$ cat config.mk
export PLATFORM = sky130hd
export DESIGN_NAME = afbq_ctrl
export DESIGN_NICKNAME = d
export VERILOG_FILES = /design/src/hdl/afbq_pkg.sv /design/src/hdl/afbq_ctrl.sv
export SDC_FILE = /design/constraint.sdc
export NUM_CORES = 1
export LEC_CHECK = 0
export BUFFER_PORTS_ARGS = -buffer_cell sky130_fd_sc_hd__buf_2
export CAP_MARGIN = 20
export CORE_MARGIN = 5
export CORE_UTILIZATION = 23
export DETAILED_ROUTE_END_ITERATION = 12
export GPL_ROUTABILITY_DRIVEN = 0
export PLACE_DENSITY = 0.48
export SLEW_MARGIN = 20
export SYNTH_ARGS = -nofsm -noshare
export SYNTH_HDL_FRONTEND = slang
export SYNTH_SLANG_ARGS = --single-unit
$ cat constraint.sdc
create_clock -name clk -period 3.3 [get_ports clk]
set_input_delay 0.66 -clock clk [delete_from_list [all_inputs] [get_ports clk]]
set_output_delay 0.66 -clock clk [all_outputs]
set_load 0.1 [all_outputs]
$ cat src/hdl/afbq_pkg.sv
// shared types and codes for the audio frame buffer queue
`default_nettype none
package afbq_pkg;

  // request selector codes
  localparam logic [1:0] CMD_ENQ   = 2'd0;
  localparam logic [1:0] CMD_WORD  = 2'd1;
  localparam logic [1:0] CMD_READ  = 2'd2;
  localparam logic [1:0] CMD_FLUSH = 2'd3;

  // result status codes
  localparam logic [2:0] ST_ACCEPTED = 3'd0;
  localparam logic [2:0] ST_STALE    = 3'd1;
  localparam logic [2:0] ST_INVALID  = 3'd2;
  localparam logic [2:0] ST_NO_ROOM  = 3'd3;
  localparam logic [2:0] ST_FRAME    = 3'd4;

  // media position scale, microseconds per second
  localparam logic [19:0] US_PER_S = 20'd1000000;
  localparam int          DIVIDEND_W = 38;
  localparam int          RATE_W = 19;

  localparam int IN_DATA_W  = 232;
  localparam int OUT_DATA_W = 192;

  // controller to datapath
  typedef struct packed {
    logic latch;
    logic word_write;
    logic enq_do;
    logic flush_do;
    logic read_start;
    logic drop;
    logic div_start;
    logic pos_set;
    logic fetch_b;
    logic frame_wr;
    logic rd_end;
    logic emit_rd;
    logic emit_load;
  } afbq_cmd_t;

  // datapath to controller
  typedef struct packed {
    logic [1:0] cmd;
    logic       read_nothing;
    logic       rd_done;
    logic       head_match;
    logic       first_copy;
    logic       div_done;
    logic       out_free;
    logic       emit_last;
  } afbq_stat_t;

endpackage
`default_nettype wire

$ cat src/hdl/afbq_ctrl.sv
// sequencing state machine of the audio frame buffer queue
`default_nettype none
module afbq_ctrl
  import afbq_pkg::*;
(
  input  wire logic       clk,
  input  wire logic       rst_n,
  input  wire logic       in_tvalid,
  output logic            in_tready,
  input  wire afbq_stat_t stat,
  output afbq_cmd_t       cmd
);

  localparam logic [3:0] S_IDLE  = 4'd0;
  localparam logic [3:0] S_WORD  = 4'd1;
  localparam logic [3:0] S_ENQ   = 4'd2;
  localparam logic [3:0] S_FLS   = 4'd3;
  localparam logic [3:0] S_RCHK  = 4'd4;
  localparam logic [3:0] S_LOOK  = 4'd5;
  localparam logic [3:0] S_HEAD  = 4'd6;
  localparam logic [3:0] S_DIV   = 4'd7;
  localparam logic [3:0] S_RA    = 4'd8;
  localparam logic [3:0] S_RB    = 4'd9;
  localparam logic [3:0] S_WR    = 4'd10;
  localparam logic [3:0] S_END   = 4'd11;
  localparam logic [3:0] S_EMRD  = 4'd12;
  localparam logic [3:0] S_EMOUT = 4'd13;

  logic [3:0] state_r, state_nxt;

  assign in_tready = (state_r == S_IDLE);

  // next state and command decode
  always_comb begin
    state_nxt = state_r;
    cmd       = '0;
    case (state_r)
      S_IDLE: begin
        if (in_tvalid) begin
          cmd.latch = 1'b1;
          state_nxt = S_RCHK;
        end
      end
      S_RCHK: begin
        case (stat.cmd)
          CMD_ENQ:   state_nxt = S_ENQ;
          CMD_WORD:  state_nxt = S_WORD;
          CMD_FLUSH: state_nxt = S_FLS;
          default: begin
            cmd.read_start = 1'b1;
            state_nxt = stat.read_nothing ? S_IDLE : S_LOOK;
          end
        endcase
      end
      S_WORD: begin
        cmd.word_write = 1'b1;
        state_nxt = S_IDLE;
      end
      S_ENQ: begin
        if (stat.out_free) begin
          cmd.enq_do = 1'b1;
          state_nxt = S_IDLE;
        end
      end
      S_FLS: begin
        if (stat.out_free) begin
          cmd.flush_do = 1'b1;
          state_nxt = S_IDLE;
        end
      end
      S_LOOK: state_nxt = S_HEAD;
      S_HEAD: begin
        if (stat.rd_done) begin
          state_nxt = S_END;
        end else if (!stat.head_match) begin
          cmd.drop = 1'b1;
          state_nxt = S_LOOK;
        end else if (stat.first_copy) begin
          cmd.div_start = 1'b1;
          state_nxt = S_DIV;
        end else begin
          state_nxt = S_RA;
        end
      end
      S_DIV: begin
        if (stat.div_done) begin
          cmd.pos_set = 1'b1;
          state_nxt = S_RA;
        end
      end
      S_RA: state_nxt = S_RB;
      S_RB: begin
        cmd.fetch_b = 1'b1;
        state_nxt = S_WR;
      end
      S_WR: begin
        cmd.frame_wr = 1'b1;
        state_nxt = S_LOOK;
      end
      S_END: begin
        cmd.rd_end = 1'b1;
        state_nxt = S_EMRD;
      end
      S_EMRD: begin
        cmd.emit_rd = 1'b1;
        state_nxt = S_EMOUT;
      end
      S_EMOUT: begin
        if (stat.out_free) begin
          cmd.emit_load = 1'b1;
          state_nxt = stat.emit_last ? S_IDLE : S_EMRD;
        end
      end
      default: state_nxt = S_IDLE;
    endcase
  end

  always_ff @(posedge clk) begin
    if (!rst_n) begin
      state_r <= S_IDLE;
    end else begin
      state_r <= state_nxt;
    end
  end

endmodule
`default_nettype wire

# Yosys cells after proc, flatten, opt, wreduce, memory -nomap -nowiden
# Cells that the tools add are included.
# word_totals
regBits	4
inputBits	12
output_inout_bits	14
# classes
reduce_logical	5
mux	31
n_eq_ne	19
# op_table
cell	count
$pmux W4 S12	1
$mux W4	8
$eq A4 B4 Y1 const B	6
$mux W1	18
$eq A4 B3 Y1 const B	4
$pmux W3 S3	1
$eq A4 B2 Y1 const B	2
$ne A2 B2 Y1 const B	3
$eq A4 B1 Y1 const B	1
$logic_not A4 Y1	1
$mux W2	2
$reduce_and A4 Y1	1
$mux W3	1
$reduce_or A3 Y1	1
$eq A2 B1 Y1 const B	1
$eq A2 B2 Y1 const B	1
$logic_not A2 Y1	1
$ne A2 B1 Y1 const B	1
$reduce_or A2 Y1	1

# Longest topological paths before layout
# Gate-level depths: netlist of the first run.
# depth
ltp_word	4
ltp_mapped	7
depth_no_buf	7

# Worst setup path after synthesis of the first run
# Ideal clock, no wire load.
# synth_path
path_type	reg-to-output
startpoint	register state_r[2]
endpoint	output cmd[12] in the netlist's numbering
t_arrival_ns	4.586
path_stages_with_launch	5
path_slack_ns	-1.946
t_required_ns	2.640
path_cell_list	dfxtp_1 buf_6 clkbuf_1 nor4_1 and2_1
# synth_rtl
item	line	rtl
start, declared	afbq_ctrl.sv:29	logic [3:0] state_r, state_nxt;
start signal, assigned	afbq_ctrl.sv:122	state_r <= state_nxt;
end, declared	afbq_ctrl.sv:11	output afbq_cmd_t cmd

==> impl_metrics.py, run 1 <==
metrics = {
    "timing": {
        "hold_viol_final": 0,
        "fin_skew_ns": 0.002841,
        "rsz0062_at_grt": "false",
        "min_period_ns": 2.649,
        "clock.fmax_ghz": 0.3775,
        "period_share_pct": 80.28,
        "relSlewSlack_pct": 59.21,
        "worst_slew_pin_slew_ns": 0.6111,
        "tns_ns": 0,
        "setup_viol": 0,
        "slew_viol_final": 0,
    },
    "place": {
        "io_buffers": 25,
        "dp_cells": 139,
        "hpwl_mm": 1.345,
        "placed_area_um2": 754.5,
    },
    "die": {
        "die-area_mm2": 0.003668,
        "die_x_um": 60.57,
        "num_io_pins": 26,
        "row_count": 18,
        "core_mm2": 0.002455,
        "fp.dieH_um": 60.57,
        "initial_core_util_pct": 23.96,
    },
    "clock_network": {
        "clkTransAtPathRegs_ns": 0.04,
        "cts_hold_buf": 0,
        "cts_sinks": 4,
        "clock_path_buffers": 2,
        "post-cts-setup-buffers": 0,
        "worstSkewPairLatency_ns": 0.23,
        "numCtsBuffers": 3,
        "clock-root-buffer": "clkbuf_4",
        "cts_tree": "done",
        "cts_resized": 0,
        "cts_max_level": 1,
    },
    "yosys": {
        "ys_seq_area_share_pct": 13.62,
        "ys_async_sr_fraction_pct": 0,
        "ys_types": 34,
        "syn_area_per_cell_um2": 6.607,
        "syn-cell-area_um2": 588.1,
        "ys_seq_elements": 4,
        "synthFlopType": "dfxtp_1",
        "syn_inst": 89,
        "synth-edff-count": 0,
        "yosys_warnings": 0,
        "synth_nets": 105,
    },
    "flow_run": {
        "max_cap_viol_count": 0,
    },
    "power": {
        "power.density_mw_per_mm2": 694.3,
        "p_leak_nw": 0.3438,
        "ir_drop_v": 0.0004098,
        "cellInternalPower_mw": 0.2021,
        "total_power_mw": 0.5395,
        "pwr-share-clk_pct": 11.1,
        "p_sw_share_pct": 62.53,
        "p_switching_mw": 0.3373,
        "comb_power_share_pct": 67.9,
        "p_seq_share_pct": 20.9,
    },
    "grt": {
        "grt_use_met3_pct": 0.8511,
        "grt_use_met2_pct": 14.96,
        "use_met1_pct": 14.74,
        "grtUsageTotal_pct": 9.978,
        "grt_max_degree": 20,
        "antenna_found_initial": 0,
        "grt_pass1_vias": 664,
        "overflow": 0,
        "grt_pass1_wl_mm": 2.898,
        "busiest_layer": "met2",
    },
    "setup_path": {
        "cp-start-kind": "flip-flop",
        "critPathKind": "reg -> out",
        "r2r_start": "state_r[2]",
        "rr_worst_depth": 5,
        "cp.arrival_ns": 1.99,
        "r2r_slack_ns": 1.50,
        "timing.critical_path.from": "state_r[2]",
        "r2r_end": "state_r[2]",
        "critPathMaxFanout": 19,
        "crit_path_end_kind": "output pin",
        "crit_required_ns": 2.64,
    },
    "min_path": {
        "worstHoldPathType": "reg -> reg",
        "min-delay-start": "state_r[1]",
        "whs_endpoint": "state_r[1]",
        "min_delay_path_depth": 2,
    },
    "layout": {
        "final_design_area_no_fill_um2": 777.0,
        "top_regs": "state_r x4",
        "largest_reg_flops": 4,
        "num-nets-final": 130,
        "fillCellCount": 289,
        "largest-register": "state_r",
        "layout-drive-gt1-share_pct": 32.14,
        "fin_cells": 142,
        "n_antenna_cell": 0,
        "syn2layout_area_growth_pct": 32.13,
    },
    "detailed_routing": {
        "wirelength_mm": 1.709,
        "antenna_left": 0,
        "num_vias": 726,
        "drc_errors": 0,
        "via_per_inst": 5.113,
        "drtPass1Iterations": 4,
        "drt-initial-drc-count": 33,
        "wl_per_cell_um": 12.04,
    },
    "status": {
        "status": "finished clean",
    },
}
==> cells in the mapped netlist (2+ instances only) <==
| cell | n | area [µm²] |
|---|---|---|
| nor2_1 | 13 | 48.80 |
| dfxtp_1 | 4 | 80.08 |
| clkbuf_1 | 2 | 7.510 |
| buf_2 | 3 | 15.01 |
| nor3_1 | 3 | 15.01 |
| nor4_1 | 4 | 25.02 |
| o21ai_1 | 2 | 10.01 |
| nor2b_1 | 6 | 37.54 |
| o21ai_0 | 3 | 15.01 |
| nand2_1 | 5 | 18.77 |
| inv_1 | 7 | 26.28 |
| a21oi_1 | 8 | 40.04 |
| nand2b_1 | 3 | 18.77 |
| nand4b_1 | 2 | 17.52 |
| a22oi_1 | 2 | 15.01 |
| ha_1 | 4 | 50.05 |
==> critical path, cell delays in order, from the launching register on <==
cell      delay [ns]
dfxtp_1         0.68
nand2b_1        0.31
nor4b_2         0.30
buf_2           0.46
==> metal layers <==
metal	routed length, µm	up-vias
met2	790	21
li1	-	370
met5	0	-
met1	793	335
met3	124	0
met4	0	0
==> how the worst max path moves through the flow <==
stage | end | cells after the start
after floorplan | cmd[12] | 4
after global placement | cmd[8] | 3
after detailed placement | cmd[8] | 3
after CTS | cmd[8] | 3
after global routing | cmd[6] | 3
final | cmd[8] | 3
==> placed cells by master (no fill, tap or decap), types with 2 or more instances in the layout <==
master | Yosys | final
nand2_1 | 5 | 5
nand2b_1 | 3 | 3
a22oi_1 | 2 | 2
nor3_1 | 3 | 2
a21oi_1 | 8 | 8
clkbuf_4 | 0 | 3
nand4b_1 | 2 | 2
nor2b_1 | 6 | 6
o21ai_0 | 3 | 3
nor2_1 | 13 | 13
nor4_2 | 0 | 3
ha_1 | 4 | 4
dfxtp_1 | 4 | 4
o21ai_1 | 2 | 2
inv_1 | 7 | 7
buf_2 | 3 | 25
==> metrics by stage <==
stage / util (%) / setup slack [ns] / hold WS (ns)
2_1_floorplan: - / -0.6942 / 0.6627
3_3_place_gp: 30.73 / 0.9250 / 0.6205
3_5_place_dp: 30.73 / 0.8967 / 0.6162
4_1_cts: 31.65 / 0.6416 / 0.6359
5_1_grt: 31.65 / 0.4870 / 0.6986
6_report: 31.65 / 0.6508 / 0.6378
==> power groups by stage <==
stage / combinational, mW / clock, mW / sequential, mW
2_1_floorplan: 0.358 / 0 / 0.0696
3_3_place_gp: 0.368 / 0 / 0.112
3_5_place_dp: 0.368 / 0 / 0.113
4_1_cts: 0.369 / 0.0627 / 0.112
5_1_grt: 0.394 / 0.0657 / 0.120
6_report: 0.366 / 0.0601 / 0.113
==> kinds of logic after synthesis <==
logic type	after synthesis	synth area share [%]
simple gates	42	38.51
compound gates	26	29.15
buf+inv	13	10.21
fa+ha+maj	4	8.511
flops	4	13.62
==> layout make-up <==
class                           count  area (µm²)  area share, %
Clock buffer                        3       22.52          2.899
Inverter                            7       26.28          3.382
Multi-Input combinational cell     72       478.0          61.51
Sequential cell                     4       80.08          10.31
Tap cell                           30       37.54          4.831
Timing Repair Buffer               26       132.6          17.07
(Power assumes the default switching activity.)
==> run 2, diff against run 1 <==
--- a/config.mk
+++ b/config.mk
@@ -11,7 +11,7 @@
 export CORE_UTILIZATION = 23
 export DETAILED_ROUTE_END_ITERATION = 12
 export GPL_ROUTABILITY_DRIVEN = 0
-export PLACE_DENSITY = 0.48
+export PLACE_DENSITY = 0.49
 export SLEW_MARGIN = 20
 export SYNTH_ARGS = -nofsm -noshare
 export SYNTH_HDL_FRONTEND = slang
==> constraint.sdc (replaced) <==
create_clock -name clk -period 2.4 [get_ports clk]
set_input_delay 0.48 -clock clk [delete_from_list [all_inputs] [get_ports clk]]
set_output_delay 0.48 -clock clk [all_outputs]
set_load 0.1 [all_outputs]
==> run 2 against run 1 <==
Compared with the run above:
- via count is 4.1% higher
- critical path depth grew 1
- count of clock-buffer cells in the layout did not move
- clock power rose by 52%
- hold slack worse by 0.12 ns
- sequential share of layout area fell by 2.1 points
- final area grew 25%
- critical path type unchanged
==> impl_metrics.py, run 2 (synthesis gave the netlist of run 1 again) <==
metrics = {
    "grt": {
        "antenna_found_initial": 0,
        "grt_max_degree": 14,
        "grt_pass1_vias": 700,
        "grt_pass1_wl_mm": 3.167,
        "grtUsageTotal_pct": 11.58,
        "overflow": 0,
    },
    "die": {
        "fp.dieH_um": 60.57,
        "core_mm2": 0.002455,
        "die_x_um": 60.57,
        "row_count": 18,
        "num_io_pins": 26,
        "die-area_mm2": 0.003668,
        "initial_core_util_pct": 23.96,
    },
    "detailed_routing": {
        "drt-initial-drc-count": 19,
        "wl_per_cell_um": 13.17,
        "via_per_inst": 5.178,
        "drc_errors": 0,
        "wirelength_mm": 1.923,
        "antenna_left": 0,
        "num_vias": 756,
        "drtPass1Iterations": 4,
    },
    "setup_path": {
        "cp.arrival_ns": 1.75,
        "r2r_end": "state_r[0]",
        "critPathKind": "reg -> out",
        "crit_chain": "buf_4 -> nor4_4 -> and2_1 -> buf_2",
        "r2r_start": "state_r[3]",
        "crit_path_end_kind": "output pin",
        "critPathCapture": "cmd[12]",
        "max_stage_delay_ns": 0.43,
        "crit_path_top_delay_cell": "dfxtp_1",
        "cp-start-kind": "flip-flop",
        "timing.critical_path.from": "state_r[2]",
        "r2r_slack_ns": 0.42,
        "crit_required_ns": 1.92,
        "rr_worst_depth": 5,
        "critPathMaxFanout": 13,
    },
    "place": {
        "hpwl_mm": 1.542,
        "placed_area_um2": 950.9,
        "place_ws_ns": 0.4373,
        "io_buffers": 25,
        "dp_cells": 143,
    },
    "clock_network": {
        "post-cts-setup-buffers": 0,
        "worstSkewPairLatency_ns": 0.25,
        "cts_sinks": 4,
        "cts_max_level": 1,
        "clock-root-buffer": "clkbuf_4",
        "numCtsBuffers": 3,
        "clkTransAtPathRegs_ns": 0.05,
        "cts_hold_buf": 0,
        "clock_path_buffers": 2,
        "cts_resized": 0,
        "cts_tree": "done",
    },
    "layout": {
        "num-nets-final": 134,
        "largest-register": "state_r",
        "syn2layout_area_growth_pct": 65.53,
        "finish.utilization_pct": 39.65,
        "largest_reg_flops": 4,
        "layout-drive-gt1-share_pct": 39.66,
        "fin_cells": 146,
        "top_regs": "state_r x4",
        "layout_commonest_cell": "buf_2",
        "n_antenna_cell": 0,
        "mostFrequentLayoutCells": "18 x buf_2, 9 x nor2_1, 8 x a21oi_1, 7 x inv_1, 7 x buf_12",
        "final_design_area_no_fill_um2": 973.4,
    },
    "timing": {
        "setup_viol": 0,
        "worst_slew_pin_slew_ns": 0.4870,
        "relSlewSlack_pct": 67.75,
        "fin_worst_hold_slack_ns": 0.5167,
        "min_period_ns": 2.232,
        "slew_viol_final": 0,
        "clock.fmax_ghz": 0.4481,
        "rsz0062_at_grt": "false",
        "period_share_pct": 92.99,
        "fin_ws_ns": 0.1682,
        "hold_viol_final": 0,
        "tns_ns": 0,
        "fin_skew_ns": 0.01292,
    },
    "power": {
        "total_power_mw": 0.8456,
        "p_leak_nw": 0.3996,
        "ir_drop_v": 0.0005696,
        "power.density_mw_per_mm2": 868.7,
    },
    "status": {
        "status": "finished clean",
    },
    "flow_run": {
        "max_cap_viol_count": 0,
    },
    "min_path": {
        "worstHoldPathType": "in -> reg",
    },
}
[run 2: area by class of cell]
type                    count  area [µm²]
well taps                  30       37.54
multi-input cells          72       539.3
fillers                   267        1481
repair buffers             30       267.8
inverters                   7       26.28
clock buffers               3       22.52
flip-flops and latches      4       80.08
[run 2: layer usage]
metal	part of all wire, %	global-route usage, %
met5	0	0
met3	9.4	1.489
met4	4.0	8.359
met2	41	18.17
met1	45	14.49
[run 2: critical path: cells and delay by family (launching register included)]
family | cells | cell delay (ns)
buffers and inverters | 2 | 0.65
flip-flops | 1 | 0.43
AND/OR/NAND/NOR | 2 | 0.42
[run 2: report_power, final]
| group | internal (mW) | leakage [nW] | switching, mW | total [mW] |
|---|---|---|---|---|
| registers | 0.0840 | 0.0327 | 0.0572 | 0.141 |
| logic | 0.190 | 0.353 | 0.424 | 0.613 |
| clock network | 0.0564 | 0.0138 | 0.0349 | 0.0913 |
| total | 0.330 | 0.400 | 0.516 | 0.846 |
[run 2: how the worst min path moves through the flow]
stage	startpoint	to	slack, ns	cells past startpoint
after floorplan	rst_n	state_r[3]	0.61	1
after global placement	state_r[0]	state_r[0]	0.73	2
after detailed placement	state_r[0]	state_r[0]	0.74	2
after CTS	rst_n	state_r[2]	0.51	3
after global routing	rst_n	state_r[3]	0.52	2
final	rst_n	state_r[3]	0.52	2
